$ cat config.mk
export PLATFORM = sky130hd
export DESIGN_NAME = masked_pattern_threshold_trigger_top_flat
export DESIGN_NICKNAME = d
export VERILOG_FILES = /design/src/rtl/core/mptt_pkg.sv /design/src/rtl/core/mptt_if.sv /design/src/rtl/core/mptt_front.sv /design/src/rtl/core/mptt_back.sv /design/src/rtl/core/masked_pattern_threshold_trigger_top.sv /design/src/flat_wrapper.sv
export SDC_FILE = /design/constraint.sdc
export NUM_CORES = 2
export LEC_CHECK = 0
export BUFFER_PORTS_ARGS = -buffer_cell sky130_fd_sc_hd__buf_2
export CAP_MARGIN = 40
export CORE_MARGIN = 2
export CORE_UTILIZATION = 60
export DETAILED_ROUTE_END_ITERATION = 6
export PLACE_DENSITY = 0.72
export SLEW_MARGIN = 25
export SYNTH_ARGS = -nofsm -noshare
export SYNTH_HDL_FRONTEND = slang
export SYNTH_SLANG_ARGS = --single-unit
export TNS_END_PERCENT = 5
$ cat constraint.sdc
create_clock -name clk -period 22.3 [get_ports clk]
set_input_delay 5.575 -clock clk [delete_from_list [all_inputs] [get_ports clk]]
set_output_delay 5.575 -clock clk [all_outputs]
set_load 0.01 [all_outputs]
$ cat src/rtl/core/mptt_pkg.sv
package mptt_pkg;

  localparam int DEF_ENTRIES = 64;
  localparam int DEF_CHECKS = 4;
  localparam int DEF_ACTORS = 8;
  localparam int QDEPTH = 2;

  localparam logic [0:0] ADDR_ACTOR_SPAN = 1'b0;

  typedef enum logic [1:0] {
    OP_REGISTER = 2'd0,
    OP_SIGNAL   = 2'd1,
    OP_LOAD     = 2'd2,
    OP_NONE     = 2'd3
  } op_t;

  typedef enum logic [1:0] {
    KIND_REG_ACK  = 2'd0,
    KIND_ACTIVATE = 2'd1,
    KIND_DONE     = 2'd2,
    KIND_LOAD_ACK = 2'd3
  } kind_t;

  localparam logic [7:0] BIT7 = 8'h80;
  localparam logic [7:0] BIT6 = 8'h40;

  typedef struct packed {
    logic [1:0] op;
    logic [7:0] target_actor;
    logic [7:0] pattern;
    logic [7:0] match_mask;
    logic [7:0] threshold;
    logic [7:0] signal_byte;
    logic [7:0] actor_value;
  } item_t;

  typedef struct packed {
    logic [1:0]  kind;
    logic        ok;
    logic [5:0]  entry_index;
    logic [7:0]  actor_index;
    logic [7:0]  actor_meaning;
    logic [63:0] actor_causal;
    logic [2:0]  activation_count;
    logic        last;
  } result_t;

  typedef enum logic [2:0] {
    ST_IDLE,
    ST_FIND,
    ST_READ,
    ST_CHECK,
    ST_ACT,
    ST_EMIT
  } state_t;

endpackage

$ cat src/rtl/core/mptt_if.sv
interface mptt_in_if;
  import mptt_pkg::*;
  logic  valid;
  logic  ready;
  item_t data;
  modport source (output valid, output data, input ready);
  modport sink (input valid, input data, output ready);
endinterface

interface mptt_out_if;
  import mptt_pkg::*;
  logic    valid;
  logic    ready;
  result_t data;
  modport source (output valid, output data, input ready);
  modport sink (input valid, input data, output ready);
endinterface

$ cat src/rtl/core/mptt_front.sv
module mptt_front (
  input  logic          clk,
  input  logic          rst,
  mptt_in_if.sink       in_ch,
  output logic          q_valid,
  output mptt_pkg::item_t q_data,
  input  logic          q_pop
);
  import mptt_pkg::*;

  item_t      mem [QDEPTH];
  logic       wp, rp;
  logic [1:0] cnt;
  logic       push;

  // drop unused op codes at the door
  assign in_ch.ready = (cnt != 2'(QDEPTH));
  assign push = in_ch.valid && in_ch.ready && (in_ch.data.op != OP_NONE);
  assign q_valid = (cnt != 2'd0);
  assign q_data = mem[rp];

  always_ff @(posedge clk) begin
    if (rst) begin
      wp <= 1'b0;
      rp <= 1'b0;
      cnt <= 2'd0;
    end else begin
      if (push) wp <= ~wp;
      if (q_pop) rp <= ~rp;
      cnt <= cnt + 2'(push) - 2'(q_pop);
    end
    if (push) mem[wp] <= in_ch.data;
  end
endmodule

$ cat src/rtl/core/mptt_back.sv
module mptt_back #(
  parameter int ENTRIES = mptt_pkg::DEF_ENTRIES,
  parameter int CHECKS  = mptt_pkg::DEF_CHECKS,
  parameter int ACTORS  = mptt_pkg::DEF_ACTORS
) (
  input  logic            clk,
  input  logic            rst,
  input  logic [3:0]      actor_span,
  input  logic            q_valid,
  input  mptt_pkg::item_t q_data,
  output logic            q_pop,
  mptt_out_if.source      out_ch
);
  import mptt_pkg::*;

  localparam int EW = (ENTRIES > 1) ? $clog2(ENTRIES) : 1;
  localparam int AW = (ACTORS > 1) ? $clog2(ACTORS) : 1;
  localparam int CW = $clog2(CHECKS + 1);

  // entry table in memory: pattern, mask, actor, threshold, count
  logic [39:0] emem [ENTRIES];
  logic [39:0] erd;
  logic [7:0]  a_meaning [ACTORS];
  logic [63:0] a_causal  [ACTORS];
  logic [ACTORS-1:0] a_pending;
  logic [ACTORS-1:0] causal_nz;

  logic [6:0]  total;
  logic [63:0] dormant, active_s, pend;
  state_t      state, state_next;
  item_t       cur;
  logic [EW-1:0] idx;
  logic [CW-1:0] checks;
  logic [2:0]  acts;
  logic        ovalid;
  result_t     odata;

  logic [7:0] limit;
  logic [EW-1:0] first_idx;
  logic [7:0] cnt_inc;
  logic [7:0] e_act;
  logic [7:0] mv;
  logic [7:0] mv_set;
  logic [63:0] causal_set;
  result_t    act_res;
  result_t    emit_res;

  assign limit = (32'(actor_span) < ACTORS) ? 8'(actor_span) : 8'(ACTORS);
  assign out_ch.valid = ovalid;
  assign out_ch.data = odata;
  assign e_act = erd[23:16];
  assign cnt_inc = erd[7:0] + 8'd1;
  assign mv = a_meaning[e_act[AW-1:0]] | erd[39:32];
  assign mv_set = mv[7] ? (mv | BIT6) : mv;
  assign causal_set = a_causal[e_act[AW-1:0]] | (64'd1 << idx);

  // actors that hold at least one cause
  always_comb begin
    for (int i = 0; i < ACTORS; i++) causal_nz[i] = (a_causal[i] != 64'd0);
  end

  // lowest set bit of the pending copy
  always_comb begin
    first_idx = '0;
    for (int i = ENTRIES - 1; i >= 0; i--) begin
      if (pend[i]) first_idx = EW'(i);
    end
  end

  // activation result of the entry under check
  always_comb begin
    act_res = '0;
    act_res.kind = KIND_ACTIVATE;
    act_res.entry_index = 6'(idx);
    act_res.actor_index = e_act;
    if (e_act < limit) begin
      act_res.ok = 1'b1;
      act_res.actor_meaning = mv_set;
      act_res.actor_causal = causal_set;
    end
  end

  // final result of the current item
  always_comb begin
    emit_res = '0;
    emit_res.last = 1'b1;
    case (cur.op)
      OP_REGISTER: begin
        emit_res.kind = KIND_REG_ACK;
        if (32'(total) < ENTRIES) begin
          emit_res.ok = 1'b1;
          emit_res.entry_index = 6'(total);
        end
      end
      OP_SIGNAL: begin
        emit_res.kind = KIND_DONE;
        emit_res.activation_count = acts;
      end
      OP_LOAD: begin
        emit_res.kind = KIND_LOAD_ACK;
        emit_res.actor_index = cur.target_actor;
        if (cur.target_actor < limit) begin
          emit_res.ok = 1'b1;
          emit_res.actor_meaning = cur.actor_value;
        end
      end
      default: ;
    endcase
  end

  always_comb begin
    state_next = state;
    q_pop = 1'b0;
    case (state)
      ST_IDLE:  if (q_valid && !ovalid) begin
        state_next = (q_data.op == OP_SIGNAL) ? ST_FIND : ST_EMIT;
      end
      ST_FIND:  state_next = (pend != 64'd0 && 32'(checks) < CHECKS) ? ST_READ : ST_EMIT;
      ST_READ:  state_next = ST_CHECK;
      ST_CHECK: state_next = ST_ACT;
      ST_ACT:   if (!ovalid) state_next = ST_FIND;
      ST_EMIT:  if (!ovalid) begin
        state_next = ST_IDLE;
        q_pop = 1'b1;
      end
      default:  state_next = ST_IDLE;
    endcase
  end

  always_ff @(posedge clk) begin
    if (rst) begin
      state <= ST_IDLE;
      total <= 7'd0;
      dormant <= 64'd0;
      active_s <= 64'd0;
      a_pending <= '0;
      ovalid <= 1'b0;
      for (int i = 0; i < ACTORS; i++) begin
        a_meaning[i] <= 8'd0;
        a_causal[i] <= 64'd0;
      end
    end else begin
      state <= state_next;
      if (out_ch.valid && out_ch.ready) ovalid <= 1'b0;
      case (state)
        ST_IDLE: if (q_valid && !ovalid) begin
          cur <= q_data;
          pend <= dormant;
          checks <= '0;
          acts <= 3'd0;
        end
        ST_FIND: begin
          idx <= first_idx;
        end
        ST_READ: ;
        ST_CHECK: begin
          // erd valid here; decide match
          if (((cur.signal_byte ^ erd[39:32]) & erd[31:24]) == 8'd0) begin
            emem[idx] <= {erd[39:8], cnt_inc};
            if (cnt_inc >= erd[15:8]) begin
              dormant[idx] <= 1'b0;
              active_s[idx] <= 1'b1;
              acts <= acts + 3'd1;
              ovalid <= 1'b1;
              odata <= act_res;
              if (e_act < limit) begin
                a_meaning[e_act[AW-1:0]] <= mv_set;
                a_pending[e_act[AW-1:0]] <= 1'b1;
                a_causal[e_act[AW-1:0]] <= causal_set;
              end
            end
          end
          pend[idx] <= 1'b0;
          checks <= checks + CW'(1);
        end
        ST_ACT: ;
        ST_EMIT: if (!ovalid) begin
          ovalid <= 1'b1;
          odata <= emit_res;
          case (cur.op)
            OP_REGISTER: begin
              if (32'(total) < ENTRIES) begin
                total <= total + 7'd1;
                emem[total[EW-1:0]] <= {cur.pattern, cur.match_mask,
                                        cur.target_actor, cur.threshold, 8'd0};
                dormant[total[5:0]] <= 1'b1;
                active_s[total[5:0]] <= 1'b0;
              end
            end
            OP_LOAD: begin
              if (cur.target_actor < limit) begin
                a_meaning[cur.target_actor[AW-1:0]] <= cur.actor_value;
                a_pending[cur.target_actor[AW-1:0]] <= 1'b0;
                a_causal[cur.target_actor[AW-1:0]] <= 64'd0;
              end
            end
            default: ;
          endcase
        end
        default: ;
      endcase
    end
    // registered entry read
    erd <= emem[idx];
  end
endmodule

$ cat src/rtl/core/masked_pattern_threshold_trigger_top.sv
// masked_pattern_threshold_trigger_top
// Input channel (in_ch): one item per transfer; op selects register entry,
// process signal byte or load actor meaning. Op 3 is dropped with no result.
// Output channel (out_ch): result items; last marks the final result of an item.
// Register and load give one result. A signal gives one result per activation
// (at most four) and then a done result with the activation count.
// A register or load item goes from the queue through the idle and emit states,
// and the back end takes the next item once that result has transferred.
// A signal steps each checked entry through the find, read, check and act states:
// the registered entry memory read, then the single shared compare and update step;
// act waits while a result is held, and the done result follows the last check.
// Items run one at a time in the back end.
// A two-entry queue takes input items while the back end works.
// APB port: register 0 (number of reachable actors, reset 8) at address 0;
// write while idle.
// Reset (rst, synchronous): the entry table empties, actors clear to zero.
// When the receiver holds out_ch.ready low, the result is held and the back
// end waits; the queue keeps taking items until it is full.
module masked_pattern_threshold_trigger_top #(
  parameter int ENTRIES = mptt_pkg::DEF_ENTRIES,
  parameter int CHECKS  = mptt_pkg::DEF_CHECKS,
  parameter int ACTORS  = mptt_pkg::DEF_ACTORS
) (
  input  logic        clk,
  input  logic        rst,
  mptt_in_if.sink     in_ch,
  mptt_out_if.source  out_ch,
  input  logic        psel,
  input  logic        penable,
  input  logic        pwrite,
  input  logic [0:0]  paddr,
  input  logic [31:0] pwdata,
  output logic [31:0] prdata,
  output logic        pready
);
  import mptt_pkg::*;

  logic [3:0] actor_span;
  logic       q_valid, q_pop;
  item_t      q_data;

  assign pready = 1'b1;
  assign prdata = {28'd0, actor_span};

  // config register write
  always_ff @(posedge clk) begin
    if (rst) actor_span <= 4'd8;
    else if (psel && penable && pwrite && paddr == ADDR_ACTOR_SPAN) actor_span <= pwdata[3:0];
  end

  mptt_front u_front (
    .clk(clk), .rst(rst), .in_ch(in_ch),
    .q_valid(q_valid), .q_data(q_data), .q_pop(q_pop)
  );

  mptt_back #(.ENTRIES(ENTRIES), .CHECKS(CHECKS), .ACTORS(ACTORS)) u_back (
    .clk(clk), .rst(rst), .actor_span(actor_span),
    .q_valid(q_valid), .q_data(q_data), .q_pop(q_pop), .out_ch(out_ch)
  );

`ifndef SYNTHESIS
  a_last_done: assert property (@(posedge clk) disable iff (rst)
    out_ch.valid && out_ch.data.kind == KIND_DONE |-> out_ch.data.last)
    else $error("done result without last");
  a_act_count: assert property (@(posedge clk) disable iff (rst)
    out_ch.valid && out_ch.data.kind == KIND_DONE |-> out_ch.data.activation_count <= 3'(CHECKS))
    else $error("activation count too large");
  a_sets_apart: assert property (@(posedge clk) disable iff (rst)
    (u_back.dormant & u_back.active_s) == 64'd0)
    else $error("entry both dormant and active");
  a_pending_cause: assert property (@(posedge clk) disable iff (rst)
    u_back.a_pending == u_back.causal_nz)
    else $error("actor pending flag disagrees with its causal vector");
`endif
endmodule

$ cat src/flat_wrapper.sv
// flat-port wrapper written by rule: the top's interface ports become plain ports
module masked_pattern_threshold_trigger_top_flat import mptt_pkg::*;
#(
  parameter int ENTRIES = mptt_pkg::DEF_ENTRIES,
  parameter int CHECKS  = mptt_pkg::DEF_CHECKS,
  parameter int ACTORS  = mptt_pkg::DEF_ACTORS
)
  (clk, rst, psel, penable, pwrite, paddr, pwdata, prdata, pready, in_ch_valid, in_ch_data, in_ch_ready, out_ch_valid, out_ch_data, out_ch_ready);
  mptt_in_if in_ch_i ();
  mptt_out_if out_ch_i ();
  input  logic clk;
  input  logic rst;
  input  logic psel;
  input  logic penable;
  input  logic pwrite;
  input  logic [0:0] paddr;
  input  logic [31:0] pwdata;
  output logic [31:0] prdata;
  output logic pready;
  input wire logic [$bits(in_ch_i.valid)-1:0] in_ch_valid;
  input wire logic [$bits(in_ch_i.data)-1:0] in_ch_data;
  output wire logic [$bits(in_ch_i.ready)-1:0] in_ch_ready;
  output wire logic [$bits(out_ch_i.valid)-1:0] out_ch_valid;
  output wire logic [$bits(out_ch_i.data)-1:0] out_ch_data;
  input wire logic [$bits(out_ch_i.ready)-1:0] out_ch_ready;
  assign in_ch_i.valid = in_ch_valid;
  assign in_ch_i.data = in_ch_data;
  assign in_ch_ready = in_ch_i.ready;
  assign out_ch_valid = out_ch_i.valid;
  assign out_ch_data = out_ch_i.data;
  assign out_ch_i.ready = out_ch_ready;
  masked_pattern_threshold_trigger_top #(.ENTRIES(ENTRIES), .CHECKS(CHECKS), .ACTORS(ACTORS)) u_core (.clk(clk), .rst(rst), .in_ch(in_ch_i), .out_ch(out_ch_i), .psel(psel), .penable(penable), .pwrite(pwrite), .paddr(paddr), .pwdata(pwdata), .prdata(prdata), .pready(pready));
endmodule
Word-level counts from Yosys, hierarchy flattened

Memory sizes are Yosys's and may differ from the RTL's. A register that Yosys moved wholly into a read port is not among the register bits.
Cells that the tools add are included.

Flip-flop bits (word level): 302
Bits in writable memories: 3236
Bits of input ports: 90
Output and inout port bits: 128
Word-level logic and storage cells: 269
Memories kept: 4

Add/sub/neg operators: 6
$lt $le $gt $ge: 10
Eq/ne operators: 17
Shift operators: 1
Multiplexer cells: 150
Bitwise logic cells: 13
Reductions and logical operators: 36

Memory list:

| name                    | depth | bits a word | rd ports | clocked after Yosys merged registers in | wr ports | RTL line         | RTL |
|---|---|---|---|---|---|---|---|
| u_core.u_back.emem      | 64    | 40          | 1        | 1                                       | 1        | mptt_back.sv:21  | `logic [39:0] emem [ENTRIES];` |
| u_core.u_back.a_causal  | 8     | 64          | 1        | 0                                       | 8        | mptt_back.sv:24  | `logic [63:0] a_causal [ACTORS];` |
| u_core.u_front.mem      | 2     | 50          | 1        | 1                                       | 1        | mptt_front.sv:11 | `item_t mem [QDEPTH];` |
| u_core.u_back.a_meaning | 8     | 8           | 1        | 0                                       | 8        | mptt_back.sv:23  | `logic [7:0] a_meaning [ACTORS];` |

Operator list:

| operator               | number |
|---|---|
| $mux W64               | 8 |
| $mux W93               | 3 |
| $pmux W64 S2           | 2 |
| $mux W6                | 34 |
| $pmux W93 S2           | 1 |
| $and A64 B64 Y64       | 2 |
| $or A64 B64 Y64        | 2 |
| $reduce_or A64 Y1      | 2 |
| $mux W5                | 16 |
| $mux W72               | 1 |
| $not A64 Y64           | 1 |
| $reduce_bool A64 Y1    | 1 |
| $shl A1 B6 Y64 const A | 1 |
| $mux W3                | 17 |
| $mux W1                | 42 |
| $mux W40               | 1 |
| $reduce_or A40 Y1      | 1 |
| $mux W4                | 9 |
| $mux W8                | 4 |
| $reduce_or A32 Y1      | 1 |
| $reduce_or A8 Y1       | 3 |
| $pmux W3 S6            | 1 |
| $lt A8 B4 Y1           | 2 |
| $mux W16               | 1 |
| 42 further kinds       | 77 |

Logic depth before layout (Yosys ltp)

Depth after elaboration: 63
Depth in mapped cells: 13
Mapped depth without buffers: 11

Modules after synthesis

A second synthesis with hierarchy kept.

Cell total of the unflattened synthesis: 7190
Area, all modules: 141001.5 µm²

By module, submodules not included:

| module                               | times used | cells an instance | area an instance (µm²) | seq. area each (µm²) |
|---|---|---|---|---|
| mptt_back                            | 1          | 6957              | 136722.4               | 103048.8 |
| mptt_front                           | 1          | 184               | 3867.5                 | 3103.0 |
| masked_pattern_threshold_trigger_top | 1          | 49                | 411.6                  | 80.1 |

Least setup slack after synthesis

No wires, ideal clock.

Path type: input-to-reg
From: input port rst
To: register u_core.u_back.acts[0], enable pin
Library setup time: 0.318 ns
Data arrival time: 11.343 ns
Required time: 21.982 ns
Slack: 10.639 ns
Stages on the path: 3
Path buffers: 1
Cells stage by stage: clkbuf_1 a211oi_1 and2_1

Word-level cells in the longest chain between the ends: 2

RTL lines:

| element                     | RTL line           | RTL |
|---|---|---|
| start: declaration          | flat_wrapper.sv:12 | `input logic rst;` |
| $not A1 Y1 (no line)        | --                 |  |
| $reduce_and A5 Y1 (no line) | --                 |  |
| end signal: assignment      | mptt_back.sv:163   | `acts <= acts + 3'd1;` |
| end: declaration            | mptt_back.sv:34    | `logic [2:0] acts;` |

No other way between the ends.
A chain may end at the register's enable or synchronous reset.

==> reports/results.ini <==
[run_status]
status=finished, final reports clean

[placed_design]
gp_congestion=0.958
place.detailed.hpwl_um=204000
portBuffers=160

[sta]
fin_crit_sh=0.376
max_slew_margin=0.312
worst_pin_slew_ns=1.03
slew_violations=0
whs_ns=0.515
fin_crit_ns=8.39
max_freq_ghz=0.119
setup_viol_count_final=0
rsz0062_at_grt=no
setup_tns_ns=0
hold_viol_final=0
finalClockSkew_ns=0.0574

[clocking]
clk_latency_ns=0.97
hold_buffers=0
cts_tree=built
cts_buffers=362
clk_pin_slew_ns=0.06
clock_path_buffers=4
cts_setup_buffers=0
htreeDepth=5
root_buffer=clkbuf_16
cts.sink_count=3579
cts-resized-gates=0

[logic_synthesis]
syn_area_per_cell_sq_um=19.6
syn-cell-area_sq_um=141000
synth_ff_type=edfxtp_1
async_reset_ff_frac=0
ys_ff_latch=3579
syn_inst=7153
synth_warnings=0
synth.distinct_cells=60
ys_seq_area_frac=0.756
synth-edff-count=3455

[worst_hold_path]
whs_endpoint=u_core.u_back.pend[5]
hp-class=register to register
hold_start=u_core.u_back.dormant[5]
holdPathStages=2

[floorplan]
ioPinCount=218
core-area_sq_um=233000
row_count=177
initial_core_util=0.604
dieArea_sq_um=238000
die_height_um=488
dieWidth_um=488

[final_layout]
mostFrequentLayoutCells=edfxtp_1 (3455), mux4_2 (944), nor2_1 (716), nand2_1 (399), clkbuf_16 (365)
finalNetCount=7713
drive_gt1_frac=0.279
num-fill-cells=14100
final_common_cell=edfxtp_1
syn_to_final_growth_pct=14.2

[power_and_ir_drop]
peakVddDrop_mv=0.0931
powerDensity_nw_per_um2=102
p_leak_nw=51.9

[routing]
viasPerCell=6.79
via_count=74800
ant_nets=0
drt_first_pass_iters=7
wl_per_cell_um=33.6
drtIter0Drc=11000
drc=0
drt_wl_total_um=370000

[worst_setup_path]
r2r_cells=8
worst_setup_path_start_kind=primary input
cp.required_ns=22.85
crit_type=primary input to register
endpoint_kind=register
crit_fanout=44
r2r_end=u_core.u_back.erd[11]
arrival_ns=8.94
r2r_start=u_core.u_back.idx[1]
r2r_slack_ns=16.67

[flow_run]
maxCapViolations=0

[global_routing]
grt-ovfl-total=0
grt_pass1_vias=74400
grt_usage=0.311
grt_first_pass_wirelength_um=525000
grt_start_max_net_pins=150
antenna_found_initial=9

## state kept, by name, indices dropped and copies added (netlist names), named ones only
signal / count
u_core.actor_span: 4
u_core.u_back.a_causal: 512
u_core.u_back.a_meaning: 64
u_core.u_back.acts: 3
u_core.u_back.checks: 3
u_core.u_back.cur: 50
u_core.u_back.dormant: 64
u_core.u_back.emem: 2560
u_core.u_back.erd: 40
u_core.u_back.idx: 6
u_core.u_back.out_ch.data: 93
u_core.u_back.out_ch.valid: 1
u_core.u_back.pend: 64
u_core.u_back.state: 3
u_core.u_back.total: 7
u_core.u_front.cnt: 2
u_core.u_front.mem: 100
u_core.u_front.rp: 1
u_core.u_front.wp: 1
## cell type report
class                   count  area (sq um)  area share
diodes                      9          22.5    0.000140
inverters                  40           150    0.000936
clock inverters           197          1960      0.0122
repair buffers            494          5240      0.0326
multi-input cells        3122         33300       0.207
well taps                3132          3920      0.0244
clock buffers             445          9650      0.0602
flip-flops and latches   3579        106000       0.662
## cell usage after synthesis, types with 4 or more instances
library cell / count / area (sq um)
edfxtp_1: 3455 / 104000
mux4_2: 944 / 21300
nor2_1: 787 / 2950
nand2_1: 433 / 1630
clkbuf_1: 231 / 867
dfxtp_1: 124 / 2480
buf_2: 119 / 596
nand3_1: 116 / 581
a31oi_1: 104 / 651
nor3_1: 78 / 390
mux2_2: 73 / 822
nand2b_1: 66 / 413
buf_1: 59 / 221
o21ai_0: 47 / 235
a311oi_1: 41 / 359
inv_1: 39 / 146
o21ai_1: 36 / 180
a211oi_1: 35 / 263
o22ai_1: 35 / 219
a21oi_1: 34 / 170
buf_4: 30 / 225
a22oi_1: 28 / 210
nor4_1: 25 / 156
ha_1: 24 / 300
nor2b_1: 24 / 150
nor3b_1: 24 / 180
o31ai_1: 20 / 150
xor2_1: 18 / 158
and2_1: 16 / 100
and3_1: 11 / 68.8
o211ai_1: 8 / 60.1
xnor2_1: 8 / 70.1
mux2i_1: 7 / 70.1
nand4_1: 7 / 43.8
nand3b_1: 6 / 45.0
nand3_2: 4 / 40.0
or2_2: 4 / 25.0
## worst max-delay path, cell delays in order
cell and delay, ns:
buf_4 0.44, or3_4 0.66, mux2i_1 0.54, o21ai_1 0.14
buf_4 0.22, nand2_4 0.44, buf_4 0.75
## cell families (layout without fill, tap and decap cells)
group	after synthesis	count (layout)	synth area share
flip-flops	3579	3579	0.756
buffers and inverters	479	1176	0.0147
other	2	38	0.0000534
XOR/XNOR	26	26	0.00162
multiplexers	1024	1024	0.158
AND/OR/NAND/NOR	1613	1613	0.0490
adder cells (fa/ha/maj)	24	24	0.00214
AO/OA/AOI/OAI	406	406	0.0189
## where the power goes
| group | internal [mW] | total [mW] | switching, mW |
|---|---|---|---|
| Combinational | 0.803 | 2.27 | 1.47 |
| Sequential | 7.99 | 8.12 | 0.131 |
| Clock | 3.50 | 6.01 | 2.51 |
## layer usage
metal / GRT usage / up-vias / routed length (um)
met5: 0 / - / 31
met4: 0.136 / 4 / 17500
met3: 0.0596 / 788 / 40000
met2: 0.490 / 5067 / 178000
met1: 0.433 / 39200 / 134000
li1: - / 29800 / -
## worst max-delay path by stage
stage	start	endpoint	depth (start not counted)
detailed placement	rst	u_core.u_back.a_causal[4][34]	8
finish	rst	u_core.u_back.a_causal[7][38]	7
global placement	rst	u_core.u_back.a_causal[1][35]	7
floorplan	rst	u_core.u_back.acts[0]	3
CTS	rst	u_core.u_back.a_causal[4][31]	8
global route	rst	u_core.u_back.a_causal[4][31]	8
## per-stage QoR
stage / power [mW] / utilization / worst slack, ns / instances / area (sq um)
4_1_cts: 16.4 / 0.686 / 14.02 / 11000 / 160000
3_3_place_gp: 10.3 / 0.626 / 11.94 / 10200 / 146000
6_report: 16.4 / 0.689 / 13.91 / 11000 / 160000
3_5_place_dp: 10.5 / 0.636 / 13.04 / 10300 / 148000
5_1_grt: 16.9 / 0.689 / 13.83 / 11000 / 160000
2_1_floorplan: 9.66 / - / 10.64 / 7180 / 141000
(Power assumes the default switching activity.)
